==> src/design/msd_pkg.sv <==
// shared types and constants for the mean squared displacement accumulator
// no dependencies; imported by every module of the block but msd_ram
package msd_pkg;

    localparam int ATOMS_MAX  = 4096;
    localparam int COORD_BITS = 24;

    localparam int ID_W   = 13;
    localparam int SLOT_W = (ATOMS_MAX > 1) ? $clog2(ATOMS_MAX) : 1;
    localparam int REF_W  = 3 * COORD_BITS;
    localparam int DIFF_W = COORD_BITS + 1;
    localparam int MAG_W  = COORD_BITS + 1;
    localparam int SQ_W   = 2 * COORD_BITS + 1;
    localparam int ITEM_W = SQ_W + 2;
    localparam int SUM_W  = 63;
    localparam int ACC_W  = ((ITEM_W > SUM_W) ? ITEM_W : SUM_W) + 1;

    localparam logic [SUM_W-1:0] SUM_CAP = '1;

    typedef enum logic [1:0] {
        ST_SUM    = 2'd0,
        ST_LOADED = 2'd1,
        ST_ID_ERR = 2'd2,
        ST_NO_REF = 2'd3
    } status_t;

    // per-word tag that rides along the pipeline
    typedef struct packed {
        logic    mode;
        logic    last;
        logic    err;
        status_t err_code;
    } item_tag_t;

    typedef struct packed {
        logic halted;
        logic ref_valid;
    } ctrl_flags_t;

endpackage

==> src/design/msd_accum.sv <==
// difference, square, per-atom sum and saturating frame accumulation stages
// depends on msd_pkg; takes the reference read data from msd_ram
module msd_accum (
    input  logic                      clk,
    input  logic                      rst_n,
    input  logic                      s1_valid,
    input  msd_pkg::item_tag_t        s1_tag,
    input  logic [msd_pkg::REF_W-1:0] s1_pos,
    input  logic [msd_pkg::REF_W-1:0] ref_data,
    output logic                      s1_en,
    output logic                      out_valid,
    input  logic                      out_ready,
    output logic [1:0]                status,
    output logic [msd_pkg::SUM_W-1:0] displacement_sum
);
    import msd_pkg::*;

    logic                     v2_reg, v3_reg, v4_reg;
    item_tag_t                tag2_reg, tag3_reg, tag4_reg;
    logic signed [DIFF_W-1:0] d2_reg  [3];
    logic signed [DIFF_W-1:0] d2_next [3];
    logic [SQ_W-1:0]          sq3_reg  [3];
    logic [SQ_W-1:0]          sq3_next [3];
    logic [ITEM_W-1:0]        item4_reg, item4_next;
    logic [SUM_W-1:0]         running_sum_reg, running_sum_next;
    logic                     out_valid_reg, out_valid_next;
    status_t                  status_reg, status_next;
    logic [SUM_W-1:0]         sum_out_reg, sum_out_next;

    logic             en2, en3, en4, move4, emit4, out_free;
    logic [ACC_W-1:0] acc_wide;
    logic [SUM_W-1:0] acc_sat;

    // elastic stall chain: a stage loads when empty or when it drains
    assign out_free = ~out_valid_reg | out_ready;
    assign emit4    = tag4_reg.last | tag4_reg.err;
    assign move4    = v4_reg & (~emit4 | out_free);
    assign en4      = ~v4_reg | move4;
    assign en3      = ~v3_reg | en4;
    assign en2      = ~v2_reg | en3;
    assign s1_en    = ~s1_valid | en2;

    always_comb
    begin
        logic signed [COORD_BITS-1:0] p, r;
        for (int k = 0; k < 3; k++)
        begin
            p = s1_pos[k*COORD_BITS +: COORD_BITS];
            r = ref_data[k*COORD_BITS +: COORD_BITS];
            d2_next[k] = DIFF_W'(p) - DIFF_W'(r);
        end
    end

    always_comb
    begin
        logic [MAG_W-1:0]   mag;
        logic [2*MAG_W-1:0] prod;
        for (int k = 0; k < 3; k++)
        begin
            mag = d2_reg[k][DIFF_W-1] ? MAG_W'(-d2_reg[k]) : MAG_W'(d2_reg[k]);
            prod = mag * mag;
            sq3_next[k] = SQ_W'(prod);
        end
    end

    assign item4_next = ITEM_W'(sq3_reg[0]) + ITEM_W'(sq3_reg[1]) + ITEM_W'(sq3_reg[2]);

    assign acc_wide = ACC_W'(running_sum_reg) + ACC_W'(item4_reg);
    assign acc_sat  = (acc_wide > ACC_W'(SUM_CAP)) ? SUM_CAP : acc_wide[SUM_W-1:0];

    always_comb
    begin
        running_sum_next = running_sum_reg;
        status_next      = status_reg;
        sum_out_next     = sum_out_reg;
        out_valid_next   = out_valid_reg & ~out_ready;

        // the output word only changes when a frame end or an error leaves
        if (move4)
        begin
            if (tag4_reg.err)
            begin
                status_next  = tag4_reg.err_code;
                sum_out_next = '0;
            end
            else if (tag4_reg.mode)
            begin
                running_sum_next = tag4_reg.last ? '0 : acc_sat;
                if (tag4_reg.last)
                begin
                    status_next  = ST_SUM;
                    sum_out_next = acc_sat;
                end
            end
            else
            begin
                if (tag4_reg.last)
                begin
                    running_sum_next = '0;
                    status_next      = ST_LOADED;
                    sum_out_next     = '0;
                end
            end
            if (emit4)
            begin
                out_valid_next = 1'b1;
            end
        end
    end

    always_ff @(posedge clk or negedge rst_n)
    begin
        if (!rst_n)
        begin
            v2_reg          <= 1'b0;
            v3_reg          <= 1'b0;
            v4_reg          <= 1'b0;
            out_valid_reg   <= 1'b0;
            running_sum_reg <= '0;
        end
        else
        begin
            if (en2)
            begin
                v2_reg <= s1_valid;
            end
            if (en3)
            begin
                v3_reg <= v2_reg;
            end
            if (en4)
            begin
                v4_reg <= v3_reg;
            end
            out_valid_reg   <= out_valid_next;
            running_sum_reg <= running_sum_next;
        end
    end

    always_ff @(posedge clk)
    begin
        if (en2)
        begin
            tag2_reg <= s1_tag;
            d2_reg   <= d2_next;
        end
        if (en3)
        begin
            tag3_reg <= tag2_reg;
            sq3_reg  <= sq3_next;
        end
        if (en4)
        begin
            tag4_reg  <= tag3_reg;
            item4_reg <= item4_next;
        end
        status_reg  <= status_next;
        sum_out_reg <= sum_out_next;
    end

    assign out_valid        = out_valid_reg;
    assign status           = status_reg;
    assign displacement_sum = sum_out_reg;

endmodule

==> config.mk <==
export PLATFORM = sky130hd
export DESIGN_NAME = msd_accum
export DESIGN_NICKNAME = d
export VERILOG_FILES = /design/src/design/msd_pkg.sv /design/src/design/msd_accum.sv
export SDC_FILE = /design/constraint.sdc
export NUM_CORES = 2
export LEC_CHECK = 0
export ABC_AREA = 1
export BUFFER_PORTS_ARGS = -buffer_cell sky130_fd_sc_hd__buf_2
export CORE_MARGIN = 5
export CORE_UTILIZATION = 40
export CTS_BUF_LIST = sky130_fd_sc_hd__clkbuf_4 sky130_fd_sc_hd__clkbuf_8
export CTS_CLUSTER_SIZE = 12
export DETAILED_ROUTE_END_ITERATION = 10
export PLACE_DENSITY = 0.61
export SLEW_MARGIN = 20
export SYNTH_ARGS = -nofsm -noshare
export SYNTH_HDL_FRONTEND = slang
export SYNTH_SLANG_ARGS = --single-unit
==> constraint.sdc <==
create_clock -name clk -period 18.5 [get_ports clk]
set_clock_uncertainty 0.05 [all_clocks]
set_input_delay 0.925 -clock clk [delete_from_list [all_inputs] [get_ports clk]]
set_output_delay 0.925 -clock clk [all_outputs]
set_load 0.01 [all_outputs]
==> out/metrics.json <==
{
  "cts_root_cell": "sky130_fd_sc_hd__clkbuf_8",
  "largest_register_ffs": 144,
  "ff_to_ff_start": "d2_reg[25]",
  "initial_core_util": 0.402,
  "most_frequent_cell_after_synthesis": "sky130_fd_sc_hd__inv_1",
  "number_of_optimization_iterations_in_the_first_detailed_route_pass": 8,
  "synth_adder_area_share": 0.452,
  "synth.cell_area_sq_mm": 0.0842,
  "ios": 220,
  "slew_headroom": 0.312,
  "synth.yosys.warnings": 0,
  "status": "finished clean",
  "main_combinational_cell_family_by_area_after_synthesis": "adder cells",
  "ys.flop_type": "sky130_fd_sc_hd__edfxtp_1",
  "setup_tns_ps": 0,
  "cp_num_buf_inv": 6,
  "synth.top_cell.area_share": 0.347,
  "post_synth.cell_area_avg_sq_um": 8.07,
  "avgViaCountPerCell": 4.95,
  "clock-sinks": 417,
  "number_of_synthesized_flops_with_an_enable_pin": 350,
  "cts-htree-levels": 3,
  "setup_ws_ps": 8980,
  "cts_made_buffers": 83,
  "worstHoldStart": "s1_tag[0]",
  "drive_above_1_share": 0.0541,
  "synthDistinctLibCells": 65,
  "die_w_um": 469,
  "cpPeakStageDelay_ps": 830,
  "path_common_cell": "sky130_fd_sc_hd__fa_1",
  "finalNonFillerCells": 13600,
  "postCtsSetupRepairBufs": 0,
  "critical_path_class": "register to register",
  "number_of_buffers_inserted_by_port_buffering": 219,
  "mux_contribution_to_synthesized_area": 0,
  "cts.clk_slew.worst_paths_ps": 60,
  "maxCapViolations": 0,
  "fin_crit_sh": 0.515,
  "worst_setup_path_end_kind": "register",
  "drt-wirelength-per-cell_um": 18.7,
  "finalSetupViolCount": 0,
  "seq_area_frac_synth": 0.145,
  "critPathMaxFanout": 15,
  "clockBufferDepth": 3,
  "place_hpwl_mm": 217,
  "standard_cell_row_count": 168,
  "cts_tree": "built",
  "netlist_instances": 10400,
  "max_clock_freq_mhz": 105,
  "grt_usage": 0.234,
  "worst-endpoint-arrival_ps": 10000,
  "layout.filler_cells": 21200,
  "detail_route.iter0.violations": 4939,
  "ant_nets": 0,
  "clk_latency_ps": 860,
  "netlist_top_cells_area": "sky130_fd_sc_hd__fa_1 35%, sky130_fd_sc_hd__inv_1 13%, sky130_fd_sc_hd__edfxtp_1 12%",
  "core_area_sq_mm": 0.210,
  "final-max-slew-violation-count": 0,
  "postCtsHoldBufs": 0,
  "post_cts_resize_count": 0,
  "first_global_vias": 71800,
  "grt_pass1_wl_mm": 401,
  "dieArea_sq_mm": 0.220,
  "grt_start_max_net_pins": 85,
  "worst-slew-pin-transition_ps": 1030,
  "totalWireLength_mm": 254,
  "gpl.final_weighted_congestion": 0.978,
  "critical-path-slowest-cell": "sky130_fd_sc_hd__clkinv_1",
  "grt_overflow": 0,
  "grt_setup_unrepaired": "no",
  "antenna_found_initial": 5,
  "flow.area_growth_from_synthesis_pct": 7.46,
  "async_flop_share": 0.161,
  "holdCritPathClass": "input pin to register",
  "place_worst_setup_slack_ps": 9070,
  "finalCoreUtilization": 0.432,
  "dp.cells": 13400,
  "critPathLaunch": "d2_reg[25]",
  "netlist.top_cell.by_area": "sky130_fd_sc_hd__fa_1",
  "ys_seq_elements": 417,
  "die_h_um": 469,
  "critical_path.top_delay_family": "adder cells",
  "post-route-min-period_ps": 9520,
  "route.detailed.drc": 0,
  "report.final.hold_viol_count": 0,
  "critPathLaunchType": "register",
  "layout.nets": 13000,
  "detailroute.via_count": 67200,
  "required_ps": 18970,
  "synth_commonest_cells": "2859 x sky130_fd_sc_hd__inv_1, 2084 x sky130_fd_sc_hd__nand2_1, 1459 x sky130_fd_sc_hd__fa_1",
  "synthSimpleGateAreaFrac": 0.179,
  "synth_xor_area_frac": 0.0317,
  "synth_compound_gate_area_share": 0.0538
}
layer usage:
| layer | vias up | share of wire | GRT usage |
|---|---|---|---|
| li1 | 31500 | - | - |
| met1 | 33200 | 0.44 | 0.321 |
| met2 | 2102 | 0.46 | 0.386 |
| met3 | 413 | 0.063 | 0.0339 |
| met4 | 0 | 0.033 | 0.0718 |
| met5 | - | 0 | 0 |
through the flow:
stage | cell area [sq um] | hold WS (ps)
6_report | 90400 | 257
3_5_place_dp | 88600 | 355
4_1_cts | 90400 | 168
5_1_grt | 90400 | 201
3_3_place_gp | 88600 | 351
2_1_floorplan | 84400 | 350
cells in the final DEF, fill, tap and decap left out, types with 49 or more instances in the layout:
| cell | n |
|---|---|
| sky130_fd_sc_hd__dfrtp_1 | 67 |
| sky130_fd_sc_hd__clkbuf_8 | 88 |
| sky130_fd_sc_hd__ha_1 | 703 |
| sky130_fd_sc_hd__edfxtp_1 | 350 |
| sky130_fd_sc_hd__xor2_1 | 187 |
| sky130_fd_sc_hd__fa_1 | 1459 |
| sky130_fd_sc_hd__nand2_1 | 2084 |
| sky130_fd_sc_hd__buf_2 | 219 |
| sky130_fd_sc_hd__xnor2_1 | 102 |
| sky130_fd_sc_hd__inv_1 | 2855 |
| sky130_fd_sc_hd__nor3_1 | 63 |
| sky130_fd_sc_hd__a21oi_1 | 381 |
| sky130_fd_sc_hd__nor2_1 | 1021 |
| sky130_fd_sc_hd__o21ai_0 | 229 |
| sky130_fd_sc_hd__nand4_1 | 49 |
| sky130_fd_sc_hd__nand3_1 | 288 |
| sky130_fd_sc_hd__conb_1 | 57 |
logic make-up after synthesis:
family | after synthesis
AO/OA/AOI/OAI | 810
XOR/XNOR | 296
adder cells (fa/ha/maj) | 2162
buffers and inverters | 3063
flip-flops | 417
other | 2
AND/OR/NAND/NOR | 3685
layout make-up:
class                      instances  area, sq um  area share
clock buffer                     111         1380      0.0153
clock inverter                    39          459     0.00508
sequential                       417        12200       0.135
multi-input combinational       7010        60500       0.669
tap                             2805         3510      0.0388
antenna                            3         7.51   0.0000830
timing repair buffer             263         1430      0.0158
inverter                        2922        11000       0.121
final timing paths:
kind / endpoint / slack (ps) / depth (start not counted)
setup / recovery: sq3_reg[86] / 8980 / 29
hold / removal: tag2_reg[0] / 260 / 1
min in group asynchronous: running_sum_reg[5] / 320 / 2
max in group asynchronous: running_sum_reg[42] / 17440 / 2
setup reg to reg: sq3_reg[86] / 8980 / 29
hold reg to reg: tag4_reg[3] / 360 / 0
Power is left out: the tool's default activity adds up to more than one toggle a clock period on the data nets, which glitch-free logic cannot reach.
