`config.mk`:
```
export PLATFORM = sky130hd
export DESIGN_NAME = msd_ram
export DESIGN_NICKNAME = d
export VERILOG_FILES = /design/src/design/msd_ram.sv
export SDC_FILE = /design/constraint.sdc
export NUM_CORES = 1
export LEC_CHECK = 0
export BUFFER_PORTS_ARGS = -buffer_cell sky130_fd_sc_hd__buf_2
export CELL_PAD_IN_SITES_DETAIL_PLACEMENT = 0
export CELL_PAD_IN_SITES_GLOBAL_PLACEMENT = 1
export CORE_ASPECT_RATIO = 1.5
export CORE_MARGIN = 4
export CORE_UTILIZATION = 35
export DETAILED_ROUTE_END_ITERATION = 8
export PLACE_DENSITY = 0.63
export SYNTH_ARGS = -nofsm -noshare
export SYNTH_HDL_FRONTEND = slang
export SYNTH_SLANG_ARGS = --single-unit
```
`constraint.sdc`:
```
create_clock -name clk -period 4.9 [get_ports clk]
set_input_delay 0.98 -clock clk [delete_from_list [all_inputs] [get_ports clk]]
set_output_delay 0.98 -clock clk [all_outputs]
set_load 0.03 [all_outputs]
```
`src/design/msd_ram.sv`:
```
// generic single write port, single read port ram with registered read data
// no dependencies
module msd_ram #(
    parameter int WIDTH = 8,
    parameter int DEPTH = 16,
    localparam int AW = (DEPTH > 1) ? $clog2(DEPTH) : 1
) (
    input  logic             clk,
    input  logic             we,
    input  logic [AW-1:0]    waddr,
    input  logic [WIDTH-1:0] wdata,
    input  logic             re,
    input  logic [AW-1:0]    raddr,
    output logic [WIDTH-1:0] rdata
);

    logic [WIDTH-1:0] mem_array [DEPTH];
    logic [WIDTH-1:0] rdata_reg;

    always_ff @(posedge clk)
    begin
        if (we)
        begin
            mem_array[waddr] <= wdata;
        end
        if (re)
        begin
            rdata_reg <= mem_array[raddr];
        end
    end

    assign rdata = rdata_reg;

endmodule

```
==> impl_metrics.py, run 1 <==
metrics = {
    "yosys": {
        "synthCells": 229,
        "synth_top_area_share_pct": 78.1,
        "ys_types": 18,
        "syn_area_per_cell_um2": 22.8,
        "synth_area_leader_cell": "edfxtp_1",
        "synth.area.top_cells": "edfxtp_1 78%, mux4_2 7.8%, mux4_1 7.0%",
        "synth_fp_nets": 248,
        "netlist_area_mm2": 0.00523,
        "synth-seq-cells": 136,
        "ys_warn_count": 0,
        "ys_seq_area_share_pct": 78.1,
    },
    "drt": {
        "top_layer": "met4",
        "wl_met1_um": 4020,
        "detailedRoute.firstIterationViolations": 141,
        "drc": 0,
        "antenna_left": 0,
        "drtPass1Iterations": 4,
        "vias_per_cell": 5.04,
        "vias": 2393,
        "wl_met3_um": 377,
        "wl_met2_um": 5610,
        "wl_per_cell_um": 21.5,
        "routed_wl_um": 10200,
    },
    "grt": {
        "grt_pass1_wl_um": 15500,
        "grt_overflow": 0,
        "grt_max_degree": 33,
        "grt_pass1_vias": 2529,
        "grt_util_all_layers_pct": 12.9,
        "antenna_found_initial": 0,
    },
    "final_layout": {
        "largest_reg_flops": 128,
        "final_common_cell": "edfxtp_1",
        "nets": 285,
        "drive_gt1_share_pct": 28.0,
        "final_cell_mix": "136 x edfxtp_1, 26 x buf_2, 18 x mux4_2, 17 x clkbuf_16, 16 x a22oi_1",
        "n_antenna_cell": 0,
        "area_delta_synth_final_pct": 17.7,
    },
    "clocking": {
        "cts-hold-fix-buffers": 0,
        "cts_buffer_depth": 2,
        "htreeDepth": 4,
        "clock_latency_ns": 0.41,
        "cts_buffers": 17,
        "cts_resized": 0,
        "cts_tree": "yes",
        "post-cts-setup-buffers": 0,
        "cts.sinks": 136,
        "cts-root-buf": "clkbuf_16",
        "path_clk_slew_ns": 0.06,
    },
    "worst_setup_path": {
        "crit_arrival_ns": 2.85,
        "cp_max_fo": 32,
        "startpoint_type": "input port",
        "path_class": "input port to flop",
        "setup.worst_path.end_class": "flop",
        "cp_data_required_time_ns": 5.05,
    },
    "timing": {
        "setup_violations": 0,
        "finalCriticalPeriod_ns": 2.70,
        "setup_tns_ns": 0,
        "finalCritPeriodShare_pct": 55.0,
        "tightest_slew_ns": 1.12,
        "slew_violations": 0,
        "finalHoldViolCount": 0,
        "clock.fmax_ghz": 0.371,
        "holdWs_ns": 0.753,
        "relSlewSlack_pct": 25.3,
        "rsz0062_at_grt": "false",
        "finClkSkew_ns": 0.00472,
    },
    "flow_run": {
        "cap_viol_max_count": 0,
    },
    "power_and_ir_drop": {
        "peakVddDrop_mv": 0.233,
        "power_density_mw_per_mm2": 447,
        "power.leakage_nw": 2.02,
    },
    "placement": {
        "hpwl_um": 6670,
        "port_buffers": 26,
        "place.gp.congestion": 0.724,
    },
    "floorplan": {
        "design.core.area_mm2": 0.0146,
        "fp.dieW_um": 108,
        "initial_core_util_pct": 35.8,
        "fp.dieH_um": 158,
        "num_rows": 54,
        "die_area_mm2": 0.0170,
        "io_pins": 27,
    },
    "status": {
        "status": "finished, final reports clean",
    },
    "hold_path": {
        "hp-class": "flop to flop",
    },
}
final timing paths:
check | start | endpoint | slack (ns) | depth (start not counted)
hold / removal | mem_array[15][4]$_DFFE_PP_ | rdata[4]$_DFFE_PP_ | 0.75 | 3
setup / recovery | raddr[0] | rdata[5]$_DFFE_PP_ | 2.20 | 4
hold reg to reg | mem_array[15][4]$_DFFE_PP_ | rdata[4]$_DFFE_PP_ | 0.75 | 3
setup reg to reg | mem_array[5][0]$_DFFE_PP_ | rdata[0]$_DFFE_PP_ | 3.42 | 3
layout make-up:
cell class              instances  area [µm²]
fillers                      1303        8440
flip-flops and latches        136        4080
multi-input cells              83        1070
clock buffers                  18         429
well taps                     196         245
clock inverters                14         180
repair buffers                 28         145
worst max-delay path, cell delays in order:
cell	delay (ns)
buf_2	0.81
mux4_1	0.65
a22oi_1	0.27
nand2_1	0.10
report_power, final:
group / leakage, nW / internal (mW) / switching [mW]
Sequential: 1.24 / 1.31 / 0.00585
Clock: 0.295 / 0.846 / 0.461
Combinational: 0.486 / 0.0457 / 0.0779
Total: 2.02 / 2.20 / 0.545
cells in the mapped netlist:
cell             number
edfxtp_1            136
mux4_2               18
a22oi_1              16
mux4_1               14
nor2_1               13
nand2_1               9
nor3_1                4
buf_2                 3
buf_6                 3
clkdlybuf4s25_2       3
nand2b_1              2
nand3b_1              2
and2_1                1
and2b_1               1
buf_4                 1
nand3_1               1
nor2b_1               1
or3b_2                1
routing by layer:
| layer | track usage [%] | up-vias |
|---|---|---|
| met5 | 0 | - |
| met4 | 6.14 | 0 |
| met3 | 2.98 | 14 |
| met2 | 22.8 | 60 |
| met1 | 14.7 | 1265 |
| li1 | - | 1054 |
stage by stage:
step / util [%] / power (mW) / setup slack, ns / cells / area [µm²]
after floorplan: - / 1.42 / 2.43 / 229 / 5230
after detailed placement: 38.0 / 1.47 / 1.75 / 443 / 5540
final: 42.1 / 2.75 / 2.20 / 475 / 6150
after global placement: 38.0 / 1.46 / 1.75 / 443 / 5540
after global routing: 42.1 / 2.84 / 2.04 / 475 / 6150
after CTS: 42.1 / 2.77 / 2.19 / 475 / 6150
kinds of logic (layout without fill, tap and decap cells):
kind of cell           count (synthesis)  count (layout)  share of synthesized area, %
DFF                                  136             136                          78.1
and+or+nand+nor                       35              35                          3.14
muxes                                 32              32                          14.8
AOI/OAI and AO/OA                     16              16                          2.30
buffers and inverters                 10              60                          1.65
No activity file was read; power rests on OpenSTA's default activity.
==> run 2, diff against run 1 <==
--- a/config.mk
+++ b/config.mk
@@ -12,7 +12,7 @@
 export CORE_MARGIN = 4
 export CORE_UTILIZATION = 35
 export DETAILED_ROUTE_END_ITERATION = 8
-export PLACE_DENSITY = 0.63
+export PLACE_DENSITY = 0.65
 export SYNTH_ARGS = -nofsm -noshare
 export SYNTH_HDL_FRONTEND = slang
 export SYNTH_SLANG_ARGS = --single-unit
==> constraint.sdc (replaced) <==
create_clock -name clk -period 2.4 [get_ports clk]
set_input_delay 0.48 -clock clk [delete_from_list [all_inputs] [get_ports clk]]
set_output_delay 0.48 -clock clk [all_outputs]
set_load 0.03 [all_outputs]
==> impl_metrics.py, run 2 (same netlist as run 1, synthesis figures left out) <==
metrics = {
    "status": {
        "status": "finished, final reports clean",
    },
    "grt": {
        "grt_overflow": 0,
        "grt_util_all_layers_pct": 13.2,
        "grt_pass1_wl_um": 15900,
        "grt_pass1_vias": 2665,
        "antenna_found_initial": 0,
        "grt_max_degree": 33,
    },
    "drt": {
        "antenna_left": 0,
        "drc": 0,
        "routed_wl_um": 10200,
        "wl_per_cell_um": 20.7,
        "detailedRoute.firstIterationViolations": 122,
        "vias_per_cell": 4.98,
        "drtPass1Iterations": 4,
        "vias": 2457,
    },
    "clocking": {
        "cts-root-buf": "clkbuf_16",
        "cts.sinks": 136,
        "path_clk_slew_ns": 0.06,
        "cts_resized": 0,
        "htreeDepth": 4,
        "clock_latency_ns": 0.41,
        "post-cts-setup-buffers": 0,
        "cts_buffers": 17,
        "cts_tree": "yes",
        "cts_buffer_depth": 2,
        "cts-hold-fix-buffers": 0,
    },
    "timing": {
        "finalHoldViolCount": 0,
        "setup_violations": 0,
        "finalCritPeriodShare_pct": 70.2,
        "rsz0062_at_grt": "false",
        "finClkSkew_ns": 0.00494,
        "clock.fmax_ghz": 0.594,
        "slew_violations": 0,
        "tightest_slew_ns": 0.425,
        "relSlewSlack_pct": 71.7,
        "setup_tns_ns": 0,
        "finalCriticalPeriod_ns": 1.68,
    },
    "floorplan": {
        "design.core.area_mm2": 0.0146,
        "initial_core_util_pct": 35.8,
        "fp.dieH_um": 158,
        "fp.dieW_um": 108,
        "io_pins": 27,
        "num_rows": 54,
        "die_area_mm2": 0.0170,
    },
    "final_layout": {
        "largest_reg_flops": 128,
        "n_antenna_cell": 0,
        "seq_area_mm2": 0.00408,
        "area_delta_synth_final_pct": 20.5,
        "fillCellCount": 1282,
        "fin_cells": 493,
        "nets": 303,
        "final_cell_mix": "136 x edfxtp_1, 26 x buf_2, 18 x mux4_2, 18 x buf_4, 17 x clkbuf_16",
        "drive_gt1_share_pct": 32.0,
        "multi_input_area_mm2": 0.00106,
        "final_common_cell": "edfxtp_1",
    },
    "placement": {
        "place_inst": 461,
        "port_buffers": 26,
        "hpwl_um": 6630,
        "place.gp.congestion": 0.728,
    },
    "power_and_ir_drop": {
        "power.leakage_nw": 2.12,
        "power_density_mw_per_mm2": 886,
        "peakVddDrop_mv": 0.398,
    },
    "worst_setup_path": {
        "cp_max_fo": 32,
        "cp_data_required_time_ns": 2.55,
        "reg2reg_from": "mem_array[1][3]$_DFFE_PP_",
        "critPathTopFamily": "multiplexers",
        "crit_arrival_ns": 1.84,
        "path_class": "input port to flop",
        "crit_buf_inv": 2,
        "rrSetupSlack_ns": 0.89,
        "setup.worst_path.end_class": "flop",
        "timing.rr.end": "rdata[3]$_DFFE_PP_",
        "slowest_delay_ns": 0.60,
        "startpoint_type": "input port",
        "slowest_stage": "mux4_1",
        "reg2reg_depth": 3,
        "worstPathCellList": "buf_2 -> buf_12 -> mux4_1 -> a22oi_1 -> nand2_1",
    },
    "hold_path": {
        "whs_endpoint": "rdata[5]$_DFFE_PP_",
        "hp-class": "input port to flop",
        "whs_path_depth": 1,
        "worstHoldStart": "re",
    },
    "flow_run": {
        "cap_viol_max_count": 0,
    },
}
[run 2: area by class of cell]
class                      instances  share of cell area, %
sequential                       136                   64.8
multi-input combinational         83                   16.8
clock buffer                      17                   6.75
timing repair buffer              46                   4.85
tap                              196                   3.89
clock inverter                    15                   2.92
[run 2: worst max-delay path by stage]
| stage | start | to | depth (start not counted) | slack (ns) |
|---|---|---|---|---|
| 6_report | raddr[0] | rdata[3]$_DFFE_PP_ | 5 | 0.72 |
| 5_1_grt | raddr[0] | rdata[3]$_DFFE_PP_ | 5 | 0.62 |
| 4_1_cts | raddr[0] | rdata[3]$_DFFE_PP_ | 5 | 0.71 |
| 3_5_place_dp | raddr[0] | rdata[3]$_DFFE_PP_ | 5 | 0.28 |
| 3_3_place_gp | raddr[0] | rdata[3]$_DFFE_PP_ | 5 | 0.30 |
| 2_1_floorplan | waddr[2] | mem_array[0][0]$_DFFE_PP_ | 2 | 0.43 |
[run 2: worst reg2reg max path, cell delays in order, from the launching register on]
cell	delay, ns
edfxtp_1	0.37
mux4_1	0.52
a22oi_1	0.29
nand2_1	0.09
[run 2: metal layers]
| metal | share of wire, % | up-vias | track usage, % |
|---|---|---|---|
| li1 | - | 1087 | - |
| met1 | 40 | 1306 | 15.7 |
| met2 | 55 | 49 | 22.7 |
| met3 | 3.1 | 15 | 3.71 |
| met4 | 1.8 | 0 | 5.35 |
| met5 | 0 | - | 0 |
[run 2: power by group]
group | internal [mW] | switching (mW)
Clock | 1.72 | 0.906
Sequential | 2.68 | 0.0128
Combinational | 0.106 | 0.163
Total | 4.50 | 1.08
[run 2: stage by stage]
stage	hold slack (ns)	area, µm²	setup WS (ns)	utilization, %	total power [mW]
2_1_floorplan	0.579	5230	0.427	-	2.89
3_3_place_gp	0.732	5690	0.297	39.0	3.01
3_5_place_dp	0.752	5690	0.277	39.0	3.01
4_1_cts	0.431	6300	0.712	43.2	5.64
5_1_grt	0.430	6300	0.623	43.2	5.77
6_report	0.446	6300	0.716	43.2	5.58
==> run 3, diff against run 2 <==
--- a/config.mk
+++ b/config.mk
@@ -12,7 +12,7 @@
 export CORE_MARGIN = 4
 export CORE_UTILIZATION = 35
 export DETAILED_ROUTE_END_ITERATION = 8
-export PLACE_DENSITY = 0.65
+export PLACE_DENSITY = 0.63
 export SYNTH_ARGS = -nofsm -noshare
 export SYNTH_HDL_FRONTEND = slang
 export SYNTH_SLANG_ARGS = --single-unit
==> constraint.sdc (replaced) <==
create_clock -name clk -period 1.6 [get_ports clk]
set_input_delay 0.32 -clock clk [delete_from_list [all_inputs] [get_ports clk]]
set_output_delay 0.32 -clock clk [all_outputs]
set_load 0.03 [all_outputs]
==> impl_metrics.py, run 3 (same netlist as run 1, synthesis figures left out) <==
metrics = {
    "status": {
        "status": "finished, final reports clean",
    },
    "worst_setup_path": {
        "reg2reg_depth": 3,
        "crit_arrival_ns": 1.62,
        "timing.rr.end": "rdata[0]$_DFFE_PP_",
        "startpoint_type": "flop",
        "path_class": "flop to flop",
        "cp_data_required_time_ns": 1.74,
        "rrSetupSlack_ns": 0.12,
        "cp_max_fo": 1,
        "setup.worst_path.end_class": "flop",
        "reg2reg_from": "mem_array[1][0]$_DFFE_PP_",
    },
    "drt": {
        "detailedRoute.firstIterationViolations": 124,
        "vias": 2479,
        "drc": 0,
        "drtPass1Iterations": 4,
        "wl_per_cell_um": 20.9,
        "antenna_left": 0,
        "vias_per_cell": 4.98,
        "routed_wl_um": 10400,
    },
    "clocking": {
        "cts-hold-fix-buffers": 0,
        "path_clk_slew_ns": 0.06,
        "clock_latency_ns": 0.41,
        "cts-root-buf": "clkbuf_16",
        "htreeDepth": 4,
        "cts_tree": "yes",
        "post-cts-setup-buffers": 0,
        "cts_buffers": 17,
        "cts.sinks": 136,
        "cts_buffer_depth": 2,
        "cts_resized": 0,
    },
    "final_layout": {
        "final_common_cell": "edfxtp_1",
        "post-route-util_pct": 43.6,
        "n_antenna_cell": 0,
        "fillCellCount": 1304,
        "largest_reg_flops": 128,
        "fin_cells": 498,
        "nets": 308,
        "final_cell_mix": "136 x edfxtp_1, 26 x buf_2, 21 x buf_4, 18 x mux4_2, 17 x clkbuf_16",
        "drive_gt1_share_pct": 34.1,
        "area_delta_synth_final_pct": 21.7,
    },
    "timing": {
        "finalCriticalPeriod_ns": 1.48,
        "rsz0062_at_grt": "false",
        "clock.fmax_ghz": 0.674,
        "setup_slack_ns": 0.115,
        "tightest_slew_ns": 0.742,
        "finalHoldViolCount": 0,
        "finClkSkew_ns": 0.00523,
        "finalCritPeriodShare_pct": 92.8,
        "slew_violations": 0,
        "holdWs_ns": 0.270,
        "relSlewSlack_pct": 50.3,
        "setup_violations": 0,
    },
    "placement": {
        "pre_cts_ws_ns": -0.314,
        "place.gp.congestion": 0.730,
        "port_buffers": 26,
        "place_inst": 466,
        "hpwl_um": 7120,
    },
    "floorplan": {
        "io_pins": 27,
        "fp.dieH_um": 158,
        "fp.dieW_um": 108,
        "design.core.area_mm2": 0.0146,
        "die_area_mm2": 0.0170,
        "initial_core_util_pct": 35.8,
        "num_rows": 54,
    },
    "power_and_ir_drop": {
        "peakVddDrop_mv": 0.687,
        "power.leakage_nw": 2.14,
        "power_density_mw_per_mm2": 1310,
    },
    "grt": {
        "grt_max_degree": 17,
        "grt_pass1_wl_um": 16000,
        "grt_util_all_layers_pct": 13.5,
        "grt_overflow": 0,
        "antenna_found_initial": 0,
        "grt_pass1_vias": 2676,
    },
    "flow_run": {
        "cap_viol_max_count": 0,
    },
    "hold_path": {
        "whs_path_depth": 1,
        "worstHoldStart": "re",
        "whs_endpoint": "rdata[0]$_DFFE_PP_",
        "hp-class": "input port to flop",
    },
}
## run 3: critical path: stages (launching register included)
cell and delay, ns:
edfxtp_1 0.35, mux4_1 0.54, a22oi_1 0.20, nand2_1 0.13
## run 3: worst max path at each step
stage                              start                  to  slack (ns)  cells past startpoint
6_report       mem_array[1][0]$_DFFE_PP_  rdata[0]$_DFFE_PP_        0.12                      3
5_1_grt        mem_array[0][7]$_DFFE_PP_  rdata[7]$_DFFE_PP_        0.07                      3
4_1_cts        mem_array[1][0]$_DFFE_PP_  rdata[0]$_DFFE_PP_        0.09                      3
3_5_place_dp                    raddr[0]  rdata[0]$_DFFE_PP_       -0.31                      5
3_3_place_gp                    raddr[0]  rdata[0]$_DFFE_PP_       -0.30                      5
2_1_floorplan                   raddr[0]  rdata[1]$_DFFE_PP_       0.004                      5
## run 3: through the flow
stage               power [mW]  setup TNS [ns]  area [µm²]
floorplan                 4.34               0        5240
global placement          4.53           -1.91        5760
detailed placement        4.54           -2.12        5760
CTS                       8.45               0        6360
global route              8.67               0        6360
finish                    8.35               0        6360
## run 3: per-layer routing
metal  up-vias  share of wire, %  track usage (%)
met5         -                 0                0
met4         0               1.7             6.50
met3        11               2.7             3.18
met2        58                56             23.4
met1      1310                40             15.8
li1       1100                 -                -
## run 3: report_power, final
group	internal [mW]	switching [mW]
logic	0.173	0.245
registers	4.01	0.0188
clock network	2.45	1.45
total	6.64	1.71
## run 3: cell type report
cell class	instances	area, µm²	area share [%]
timing repair buffer	51	368	5.78
multi-input combinational	83	1060	16.7
tap	196	245	3.85
clock buffer	17	425	6.69
sequential	136	4080	64.2
clock inverter	15	179	2.81
