<file path="src/design/msd_pkg.sv">
// shared types and constants for the mean squared displacement accumulator
// no dependencies; imported by every module of the block but msd_ram
package msd_pkg;

    localparam int ATOMS_MAX  = 4096;
    localparam int COORD_BITS = 24;

    localparam int ID_W   = 13;
    localparam int SLOT_W = (ATOMS_MAX > 1) ? $clog2(ATOMS_MAX) : 1;
    localparam int REF_W  = 3 * COORD_BITS;
    localparam int DIFF_W = COORD_BITS + 1;
    localparam int MAG_W  = COORD_BITS + 1;
    localparam int SQ_W   = 2 * COORD_BITS + 1;
    localparam int ITEM_W = SQ_W + 2;
    localparam int SUM_W  = 63;
    localparam int ACC_W  = ((ITEM_W > SUM_W) ? ITEM_W : SUM_W) + 1;

    localparam logic [SUM_W-1:0] SUM_CAP = '1;

    typedef enum logic [1:0] {
        ST_SUM    = 2'd0,
        ST_LOADED = 2'd1,
        ST_ID_ERR = 2'd2,
        ST_NO_REF = 2'd3
    } status_t;

    // per-word tag that rides along the pipeline
    typedef struct packed {
        logic    mode;
        logic    last;
        logic    err;
        status_t err_code;
    } item_tag_t;

    typedef struct packed {
        logic halted;
        logic ref_valid;
    } ctrl_flags_t;

endpackage

</file>
<file path="src/design/msd_front.sv">
// input word check: id order, reference presence, halt, frame end, ram access
// depends on msd_pkg
module msd_front (
    input  logic                          clk,
    input  logic                          rst_n,
    input  logic                          cfg_we,
    input  logic [msd_pkg::ID_W-1:0]      cfg_wdata,
    input  logic                          in_valid,
    output logic                          in_ready,
    input  logic                          mode,
    input  logic [msd_pkg::ID_W-1:0]      atom_id,
    input  logic [msd_pkg::COORD_BITS-1:0] pos_x,
    input  logic [msd_pkg::COORD_BITS-1:0] pos_y,
    input  logic [msd_pkg::COORD_BITS-1:0] pos_z,
    input  logic                          s1_en,
    output logic                          s1_valid,
    output msd_pkg::item_tag_t            s1_tag,
    output logic [msd_pkg::REF_W-1:0]     s1_pos,
    output logic                          mem_we,
    output logic                          mem_re,
    output logic [msd_pkg::SLOT_W-1:0]    mem_addr,
    output logic [msd_pkg::REF_W-1:0]     mem_wdata,
    output msd_pkg::ctrl_flags_t          flags
);
    import msd_pkg::*;

    logic            s1_valid_reg, s1_valid_next;
    item_tag_t       s1_tag_reg, s1_tag_next;
    logic [REF_W-1:0] s1_pos_reg;
    logic            halted_reg, halted_next;
    logic            ref_valid_reg, ref_valid_next;
    logic [ID_W-1:0] next_id_reg, next_id_next;
    logic [ID_W-1:0] atom_count_reg, atom_count_next;

    logic accept, live, no_ref, id_ok, good, last;

    assign in_ready = s1_en;
    assign accept   = in_valid & s1_en;
    assign live     = accept & ~halted_reg;
    assign no_ref   = mode & ~ref_valid_reg;
    assign id_ok    = ({1'b0, atom_id} == ({1'b0, next_id_reg} + 1'b1))
                      && (32'(atom_id) <= ATOMS_MAX);
    assign good     = live & ~no_ref & id_ok;
    assign last     = atom_id >= atom_count_reg;

    assign mem_we    = good & ~mode;
    assign mem_re    = good & mode;
    assign mem_addr  = SLOT_W'(atom_id - 1'b1);
    assign mem_wdata = {pos_x, pos_y, pos_z};

    always_comb
    begin
        s1_valid_next   = s1_valid_reg;
        halted_next     = halted_reg;
        ref_valid_next  = ref_valid_reg;
        next_id_next    = next_id_reg;
        atom_count_next = cfg_we ? cfg_wdata : atom_count_reg;

        s1_tag_next.mode     = mode;
        s1_tag_next.last     = last;
        s1_tag_next.err      = ~good;
        s1_tag_next.err_code = no_ref ? ST_NO_REF : ST_ID_ERR;

        if (s1_en)
        begin
            s1_valid_next = live;
        end
        if (live)
        begin
            if (!good)
            begin
                halted_next = 1'b1;
            end
            else
            begin
                next_id_next = last ? '0 : atom_id;
                if (last && !mode)
                begin
                    ref_valid_next = 1'b1;
                end
            end
        end
    end

    always_ff @(posedge clk or negedge rst_n)
    begin
        if (!rst_n)
        begin
            s1_valid_reg   <= 1'b0;
            halted_reg     <= 1'b0;
            ref_valid_reg  <= 1'b0;
            next_id_reg    <= '0;
            atom_count_reg <= ID_W'(1);
        end
        else
        begin
            s1_valid_reg   <= s1_valid_next;
            halted_reg     <= halted_next;
            ref_valid_reg  <= ref_valid_next;
            next_id_reg    <= next_id_next;
            atom_count_reg <= atom_count_next;
        end
    end

    always_ff @(posedge clk)
    begin
        if (s1_en)
        begin
            s1_tag_reg <= s1_tag_next;
            s1_pos_reg <= mem_wdata;
        end
    end

    assign s1_valid        = s1_valid_reg;
    assign s1_tag          = s1_tag_reg;
    assign s1_pos          = s1_pos_reg;
    assign flags.halted    = halted_reg;
    assign flags.ref_valid = ref_valid_reg;

endmodule

</file>
<file path="config.mk">
export PLATFORM = sky130hd
export DESIGN_NAME = msd_front
export DESIGN_NICKNAME = d
export VERILOG_FILES = /design/src/design/msd_pkg.sv /design/src/design/msd_front.sv
export SDC_FILE = /design/constraint.sdc
export NUM_CORES = 1
export LEC_CHECK = 0
export ABC_AREA = 1
export BUFFER_PORTS_ARGS = -buffer_cell sky130_fd_sc_hd__buf_2
export CORE_MARGIN = 8
export CORE_UTILIZATION = 46
export CTS_CLUSTER_SIZE = 30
export DETAILED_ROUTE_END_ITERATION = 7
export PLACE_DENSITY = 0.92
export SYNTH_ARGS = -nofsm -noshare
export SYNTH_HDL_FRONTEND = slang
export SYNTH_SLANG_ARGS = --single-unit
export TNS_END_PERCENT = 100
</file>
<file path="constraint.sdc">
create_clock -name clk -period 2.55 [get_ports clk]
set_clock_uncertainty 0.1 [all_clocks]
set_input_delay 0.51 -clock clk [delete_from_list [all_inputs] [get_ports clk]]
set_output_delay 0.51 -clock clk [all_outputs]
set_load 0.02 [all_outputs]
</file>
==> results of run 1 <==
-- placed cells by master (no fill, tap or decap), drive strengths merged --
master / count
mux2: 1
clkinv: 3
ha: 15
xor2: 16
bufinv: 1
dfrtp: 28
nand2: 86
edfxtp: 76
o21ai: 29
nand4: 5
a21boi: 1
nor2: 36
nor4b: 1
diode: 1
inv: 44
or2: 1
xnor2: 8
nand3b: 3
nor4: 2
o221ai: 1
clkbuf: 9
nor3: 4
nand3: 34
o31ai: 1
buf: 284
conb: 1
dfstp: 1
o21bai: 2
a21oi: 7
-- kinds of logic after synthesis --
family / share of synthesized area [%]
mux: 0.214
xor+xnor: 4.00
buf+inv: 14.9
compound gates: 4.38
other cells: 0.0713
fa+ha+maj: 3.57
simple gates: 15.6
flops: 57.2
-- critical path: cells and delay by family, from the launching register on --
family / cells / cell delay [ns]
adders and majority gates: 1 / 0.19
buffers and inverters: 1 / 0.16
DFF: 1 / 0.41
and+or+nand+nor: 8 / 0.98
-- metal layers --
metal,wire [um],part of all wire (%)
met5,0,0
met2,8700,53
met3,1550,9.5
met4,270,1.7
met1,5760,35
-- stage by stage --
| step | instance area [um^2] | setup WS, ns | setup TNS [ns] | util, % |
|---|---|---|---|---|
| 2_1_floorplan | 5260 | -0.116 | -0.233 | - |
| 5_1_grt | 6740 | -0.332 | -0.648 | 59.8 |
| 6_report | 6740 | -0.151 | -0.291 | 59.8 |
| 3_3_place_gp | 6250 | 0.0500 | 0 | 55.4 |
| 3_5_place_dp | 6250 | -0.0230 | -0.0718 | 55.4 |
| 4_1_cts | 6610 | -0.182 | -0.352 | 58.6 |
-- synthesized netlist by cell type, drive strengths merged --
cell	instances	area, um^2
a21boi	1	18.8
a21oi	7	35.0
buf	83	624
clkbuf	2	7.51
conb	1	3.75
dfrtp	28	701
dfstp	1	26.3
edfxtp	76	2280
ha	15	188
inv	41	154
mux2	1	11.3
nand2	86	345
nand3	34	188
nand3b	3	22.5
nand4	5	31.3
nor2	36	184
nor3	4	20.0
nor4	2	12.5
nor4b	1	8.76
o21ai	29	145
o21bai	2	15.0
o221ai	1	8.76
o31ai	1	7.51
or2	1	6.26
xnor2	8	70.1
xor2	16	140
-- path summary, 6_finish.rpt --
path,from,end,slack (ns),cells after the start
worst min register to register,ref_valid_reg,ref_valid_reg,0.38,2
worst max register to register,next_id_reg[1],next_id_reg[2],0.20,14
worst max-delay path,next_id_reg[1],mem_we,-0.15,10
worst min-delay path,rst_n,atom_count_reg[11],0.09,1
min in group clk,pos_y[5],s1_pos[29],0.25,1
max in group asynchronous,rst_n,next_id_reg[3],1.78,1
-- report_power, final --
| group | total [mW] | internal, mW | switching [mW] |
|---|---|---|---|
| combinational | 0.757 | 0.241 | 0.516 |
| sequential | 1.99 | 1.96 | 0.0293 |
| clock | 1.43 | 0.784 | 0.647 |
-- cell type report --
cell class | instances | share of cell area (%)
flip-flops and latches | 105 | 44.7
clock inverters | 7 | 1.32
multi-input cells | 254 | 23.8
clock buffers | 9 | 3.34
repair buffers | 284 | 21.8
inverters | 41 | 2.32
diodes | 1 | 0.0371
well taps | 143 | 2.65
-- repair_timing --
| item | CTS | global route |
|---|---|---|
| endpoints found under the setup margin | 2 | 4 |
| pin swaps | 3 | 16 |
| hold endpoints to repair | 0 | 0 |
| setup buffers | 1 | 1 |
| gates resized for setup | 10 | 29 |
==> metrics.txt, run 1 <==
pwr dens 620 nW/um^2; Slew @ Worst Pin 0.885 ns; DP HPWL 13200 um; CTS H-tree lvls 3; Cell variety after synth 38; clock transition at the registers of the reported paths 0.08 ns; CP peak stage delay 0.41 ns; GR peak layer met2; Layout Area Growth over Synthesis 28.2%; CP cell instances ha_4 -> nand2_4 -> nor2_4 -> nand3_2 -> nand2_2 -> nand2_1 -> nor4_2 -> nor2_2 -> nor3_2 -> buf_4; Worst Path Max Fanout 4; Clock Sinks 105; final cell count without fillers 844; filler instances 916; detailed-route via count 4140; vias in the first global route 4072; clock latency on the worst-skew pair 0.35 ns; I/O Buffers 269; Finish-stage setup viols 2; largest net degree at the start of global routing 49; Placed Cells 825; layout net count 814; mapped cell area 5260 um^2; GR Util met3 5.57%; clock buffer count from CTS 9; drt drc 0; initial antenna violation count 1; Final Wtd Congestion 0.897; Via density 4.91; Critical Path RT 1.94 ns; final period utilization 106%; area of the multi-input gates 1610 um^2; final number of hold-violating endpoints 0; Yosys warnings 0; core box area 11300 um^2; met2 usage 36.1%; fmax 370 MHz; Die Width 123 um; total gr overflow 0; Sequential cell area 3010 um^2; global-route wire length before repair 22700 um; Post-CTS Hold Buffers 0; row cnt 39; Largest register FFs 72; RSZ-0062 raised after global routing true; Static Leak 3.27 nW; Routed WL 16300 um; total power 4.18 mW; post-route ant nets 0; met1 Resource Use GR 22.7%; HP Class primary input to asynchronous set/reset pin; CP Data Arrival Time 2.09 ns; Synth Net Count 604; worst setup margin -0.151 ns; Worst path slowest cell dfrtp_1; clk root buf clkbuf_16; Slew Limit Fails 0; Yosys reg bits 105; failing checks negative setup slack; Max transition margin 40.8%; hold_ws 0.0882 ns; routed wire length per instance 19.3 um; CTS tree done; average cell area after synthesis 10.8 um^2; max-cap violations 0; initial drt markers 329; Ports 271; Crit. End Element output port; drt first pass iters 5; die area 15100 um^2; Initial Util 46.6%; maximum clock path buffer count 2; Total GRT Usage 20.2%; layout cells sized above 1 50.3%; register area share after synthesis 57.2%; Setup CP Type register to output port; crit start category register; die height 123 um; status finished with violations; VDD IR max 0.379 mV; Min Clock Period, post-route 2.70 ns; Synth Instances 485
(Power assumes the default switching activity.)
==> run 2: changes to the inputs <==
--- a/config.mk
+++ b/config.mk
@@ -5,7 +5,6 @@
 export SDC_FILE = /design/constraint.sdc
 export NUM_CORES = 1
 export LEC_CHECK = 0
-export ABC_AREA = 1
 export BUFFER_PORTS_ARGS = -buffer_cell sky130_fd_sc_hd__buf_2
 export CORE_MARGIN = 8
 export CORE_UTILIZATION = 46
==> metrics.txt, run 2 <==
Worst R2R Start next_id_reg[1]; worst setup margin -1.15 ns; clk root buf clkbuf_8; total gr overflow 0; Initial Util 47.3%; max-cap violations 0; layout net count 766; R2R depth 8; Slew Limit Fails 0; DP HPWL 13300 um; average cell area after synthesis 13.0 um^2; VDD IR max 0.273 mV; Post-CTS Hold Buffers 0; Final Wtd Congestion 0.866; commonest non-fill, non-tap cell in the layout buf_2; core box area 10900 um^2; Largest register FFs 72; Via density 5.23; pwr dens 545 nW/um^2; RSZ-0062 raised after global routing true; drt first pass iters 5; CTS tree done; Worst Path Max Fanout 2; most frequent cells in the layout buf_2, edfxtp_1, buf_4, dfrtp_1; drt drc 0; Yosys warnings 0; Slew @ Worst Pin 0.703 ns; status finished with violations; Most used DFF post-synth edfxtp_1; Sw Share 30.1%; pre-CTS WS -0.839 ns; clock transition at the registers of the reported paths 0.11 ns; Layout Area Growth over Synthesis 33.6%; Cell variety after synth 65; Clock Power Share 25.3%; global-route wire length before repair 24000 um; final period utilization 145%; die area 14800 um^2; die height 122 um; I/O Buffers 269; layout cells sized above 1 59.4%; Critical Path RT 1.94 ns; final number of hold-violating endpoints 0; Clock Sinks 105; diode count 0; Placed Cells 773; final cell count without fillers 792; Ports 271; EDFF count, synth 76; largest cells by area after synthesis edfxtp_1, dfrtp_1, buf_4; Worst R2R End s1_tag[2]; Sum Neg Setup Slack -5.58 ns; routed wire length per instance 20.9 um; Min Clock Period, post-route 3.70 ns; Synth Net Count 517; clock latency on the worst-skew pair 0.37 ns; Crit. End Element output port; Yosys reg bits 105; Routed WL 16600 um; fmax 270 MHz; mapped cell area 5150 um^2; Adder-Cell Fraction of Synth Area 3.64%; Commonest cells post-synth buf_4, edfxtp_1, dfrtp_1, inv_1, nand2_1; vias in the first global route 4335; Compound-Gate Fraction of Synth Area 5.44%; largest family of logic cells by synthesized area buffers and inverters; Die Width 122 um; Static Leak 3.24 nW; mux cell area share after synthesis 3.25%; Simple-Gate Fraction of Synth Area 12.4%; Post-Synth XOR/XNOR Area 2.72%; post-route ant nets 0; HP Class primary input to asynchronous set/reset pin; Max transition margin 53.1%; Total GRT Usage 21.1%; CP Data Arrival Time 3.09 ns; row cnt 38; Logic pwr share 21.6%; clock buffer count from CTS 9; crit start category register; R2R Setup Slk -0.58 ns; Setup CP Type register to output port; Yosys top cell by area edfxtp_1; total power 3.75 mW; internal power 2.62 mW; CTS H-tree lvls 3; post-synth top area share 44.3%; Synth Instances 398; failing checks negative setup slack; largest net degree at the start of global routing 56; initial drt markers 345; sw power 1.13 mW; Finish-stage setup viols 18; Reg power frac 53.0%; maximum clock path buffer count 2; initial antenna violation count 0; register area share after synthesis 58.4%; Async SR Flop Fraction 27.6%; detailed-route via count 4144
run 2: cell count changes after synthesis, sizes merged, moves of 7 or more:
cell    change
o21ai      -11
xor2       -10
inv        -20
mux2       +13
nor4bb     +11
nand3      -27
nor2       -32
clkbuf      +7
nand2      -65
run 2: worst max path at each step:
| stage | from | to | slack [ns] |
|---|---|---|---|
| global route | next_id_reg[1] | mem_re | -1.28 |
| CTS | next_id_reg[1] | mem_re | -1.20 |
| detailed placement | next_id_reg[1] | mem_re | -0.84 |
| global placement | mode | mem_re | -0.80 |
| finish | next_id_reg[1] | mem_re | -1.15 |
| floorplan | next_id_reg[0] | mem_re | -0.70 |
run 2: through the flow:
| step | instance area (um^2) | hold slack [ns] | utilization, % |
|---|---|---|---|
| after detailed placement | 6540 | 0.434 | 60.0 |
| after floorplan | 5250 | 0.114 | - |
| after CTS | 6800 | 0.0882 | 62.4 |
| after global routing | 6890 | 0.101 | 63.2 |
| after global placement | 6540 | 0.419 | 60.0 |
| final | 6890 | 0.0687 | 63.2 |
run 2: worst max-delay path: stages, from the launching register on:
cell and delay [ns]:
dfrtp_1 0.43, ha_4 0.26, xor2_2 0.15, or4_4 0.52, nor4b_4 0.24, nand3b_1 0.11
or4b_4 0.55, nor4b_4 0.26, buf_4 0.19
run 2: logic make-up after synthesis:
| family | count (synthesis) |
|---|---|
| other cells | 1 |
| simple gates | 92 |
| xor+xnor | 16 |
| buf+inv | 110 |
| compound gates | 44 |
| flops | 105 |
| fa+ha+maj | 15 |
| mux | 15 |
run 2: layout make-up:
| cell class | count | area, um^2 |
|---|---|---|
| multi-input combinational | 183 | 1600 |
| clock buffer | 11 | 131 |
| timing repair buffer | 327 | 1850 |
| clock inverter | 5 | 41.3 |
| tap | 140 | 175 |
| sequential | 105 | 3010 |
| fill | 853 | 4000 |
| inverter | 21 | 81.3 |
run 2: power groups by stage:
| stage | logic, mW | clock network (mW) | registers [mW] |
|---|---|---|---|
| 3_3_place_gp | 0.766 | 0 | 2.02 |
| 2_1_floorplan | 0.335 | 0 | 2.16 |
| 6_report | 0.811 | 0.950 | 1.99 |
| 3_5_place_dp | 0.792 | 0 | 2.03 |
| 5_1_grt | 0.860 | 1.04 | 2.00 |
| 4_1_cts | 0.799 | 0.968 | 1.99 |
run 2: per-layer routing:
layer / vias to the layer above / global-route usage, % / wire, um
met5: - / 0 / 0
met4: 0 / 7.86 / 422
met3: 30 / 4.40 / 1250
met2: 214 / 39.5 / 8860
met1: 2042 / 22.8 / 6020
li1: 1858 / - / -
run 2: what timing repair did:
item                       CTS  global route
resized for setup           14            20
buffers inserted             0             2
pin swaps                    4             7
cloned                       1             0
setup endpoints to repair   23            23
==> run 3: changes to the inputs <==
--- a/config.mk
+++ b/config.mk
@@ -7,10 +7,11 @@
 export LEC_CHECK = 0
 export BUFFER_PORTS_ARGS = -buffer_cell sky130_fd_sc_hd__buf_2
 export CORE_MARGIN = 8
-export CORE_UTILIZATION = 46
+export CORE_UTILIZATION = 47
+export CTS_BUF_LIST = sky130_fd_sc_hd__clkbuf_8
 export CTS_CLUSTER_SIZE = 30
 export DETAILED_ROUTE_END_ITERATION = 7
-export PLACE_DENSITY = 0.92
+export PLACE_DENSITY = 0.94
 export SYNTH_ARGS = -nofsm -noshare
 export SYNTH_HDL_FRONTEND = slang
 export SYNTH_SLANG_ARGS = --single-unit
==> metrics.txt, run 3 (synthesis results as in run 2) <==
pre-CTS WS -0.805 ns; Final Cell Area 6970 um^2; RSZ-0062 raised after global routing true; placed inst area 6550 um^2; status finished with violations; Die Width 121 um; detailed-route via count 4141; CP peak stage delay 0.55 ns; failing checks negative setup slack; Crit path depth 9; most frequent cells in the layout buf_2, edfxtp_1, buf_4, dfrtp_1; core box area 10800 um^2; max-cap violations 0; crit start category register; worst setup margin -1.28 ns; hold_ws 0.0446 ns; Via density 5.15; global-route wire length before repair 24900 um; Slew Limit Fails 0; Worst path slowest cell or4b_4; Initial Util 47.8%; clock latency on the worst-skew pair 0.39 ns; drt first pass iters 4; DP HPWL 13400 um; Worst R2R Start next_id_reg[1]; HP Class primary input to asynchronous set/reset pin; Worst R2R End s1_tag[2]; Most Frequent Cell on Critical Path buf_4; post-route ant nets 0; I/O Buffers 269; Crit. End Element output port; clock transition at the registers of the reported paths 0.11 ns; Post-CTS Hold Buffers 0; diode count 0; Setup CP Type register to output port; Finish-stage setup viols 22; Critical Path RT 1.94 ns; total gr overflow 0; fmax 261 MHz; Layout Area Growth over Synthesis 35.3%; clk root buf clkbuf_8; commonest non-fill, non-tap cell in the layout buf_2; final cell count without fillers 804; layout cells sized above 1 59.5%; total power 3.83 mW; vias in the first global route 4313; buffers and inverters on the worst path 2; initial antenna violation count 0; clock buffer count from CTS 9; met1 Resource Use GR 25.5%; GR peak layer met2; Worst Path Max Fanout 2; pwr dens 550 nW/um^2; maximum clock path buffer count 2; VDD IR max 0.346 mV; Largest register FFs 72; row cnt 38; Slew @ Worst Pin 0.948 ns; die height 121 um; largest net degree at the start of global routing 79; CP cell instances ha_1 -> xor2_1 -> or4_4 -> nor4b_4 -> nand3b_1 -> or4b_4 -> buf_4 -> nor3_2 -> buf_4; CTS H-tree lvls 3; CP delay by family, top simple AND/OR/NAND/NOR gates; R2R depth 8; drt drc 0; GR Util met3 6.90%; final number of hold-violating endpoints 0; Placed Cells 775; CP Data Arrival Time 3.22 ns; R2R Setup Slk -0.71 ns; initial drt markers 385; Total GRT Usage 22.5%; Clock Sinks 105; Static Leak 3.32 nW; Max transition margin 36.8%; Final Wtd Congestion 0.923; Routed WL 16900 um; CTS tree done; layout net count 778; Ports 271; routed wire length per instance 21.1 um; final period utilization 150%; Min Clock Period, post-route 3.83 ns; die area 14600 um^2; met2 usage 39.6%
==> run 3: cell types whose count changed in the layout (fill, tap and decap cells not counted), sizes merged <==
| cell | previous run | this run |
|---|---|---|
| buf | 327 | 339 |
| clkinv | 2 | 5 |
| clkbuf | 11 | 9 |
| bufinv | 0 | 1 |
| inv | 23 | 22 |
| clkinvlp | 1 | 0 |
==> run 3: repair_timing <==
| item | CTS | global route |
|---|---|---|
| resized for setup | 20 | 16 |
| cloned | 0 | 0 |
| setup endpoints to repair | 22 | 23 |
| pin swaps | 5 | 8 |
| buffers inserted | 11 | 7 |
==> run 3: metrics by stage <==
step	TNS [ns]	utilization (%)
after global placement	-7.22	60.7
after detailed placement	-7.74	60.7
after floorplan	-3.24	-
final	-10.41	64.6
after global routing	-12.94	64.6
after CTS	-8.10	64.0
==> run 3: cell type report <==
class / instances / area [um^2]
multi-input cells: 183 / 1540
clock buffers: 9 / 124
well taps: 140 / 175
repair buffers: 339 / 1980
inverters: 21 / 78.8
flip-flops and latches: 105 / 3010
clock inverters: 7 / 68.8
fillers: 808 / 3820
==> run 3: how the worst max path moves through the flow <==
stage / startpoint / end / slack, ns
global route: next_id_reg[1] / mem_we / -1.43
floorplan: next_id_reg[0] / mem_re / -0.70
global placement: mode / mem_re / -0.79
detailed placement: next_id_reg[1] / mem_re / -0.80
finish: next_id_reg[1] / mem_we / -1.28
CTS: next_id_reg[1] / mem_re / -1.20
==> run 3: layer usage <==
metal | part of all wire [%] | wire length [um]
met5 | 0 | 0
met1 | 37 | 6230
met3 | 9.0 | 1530
met2 | 52 | 8800
met4 | 2.1 | 363
==> run 3: report_power, final <==
part / leakage, nW / internal, mW / switching, mW
registers: 1.12 / 1.96 / 0.0299
clock network: 0.0987 / 0.453 / 0.582
logic: 2.10 / 0.290 / 0.518
==> run 3: worst register-to-register path, cell delays in order, from the launching register on <==
cell and delay [ns]:
dfrtp_1 0.40, ha_1 0.32, xor2_1 0.17, or4_4 0.53
nor4b_4 0.31, nand3b_1 0.13, or4b_4 0.55, buf_4 0.16
or3b_1 0.36
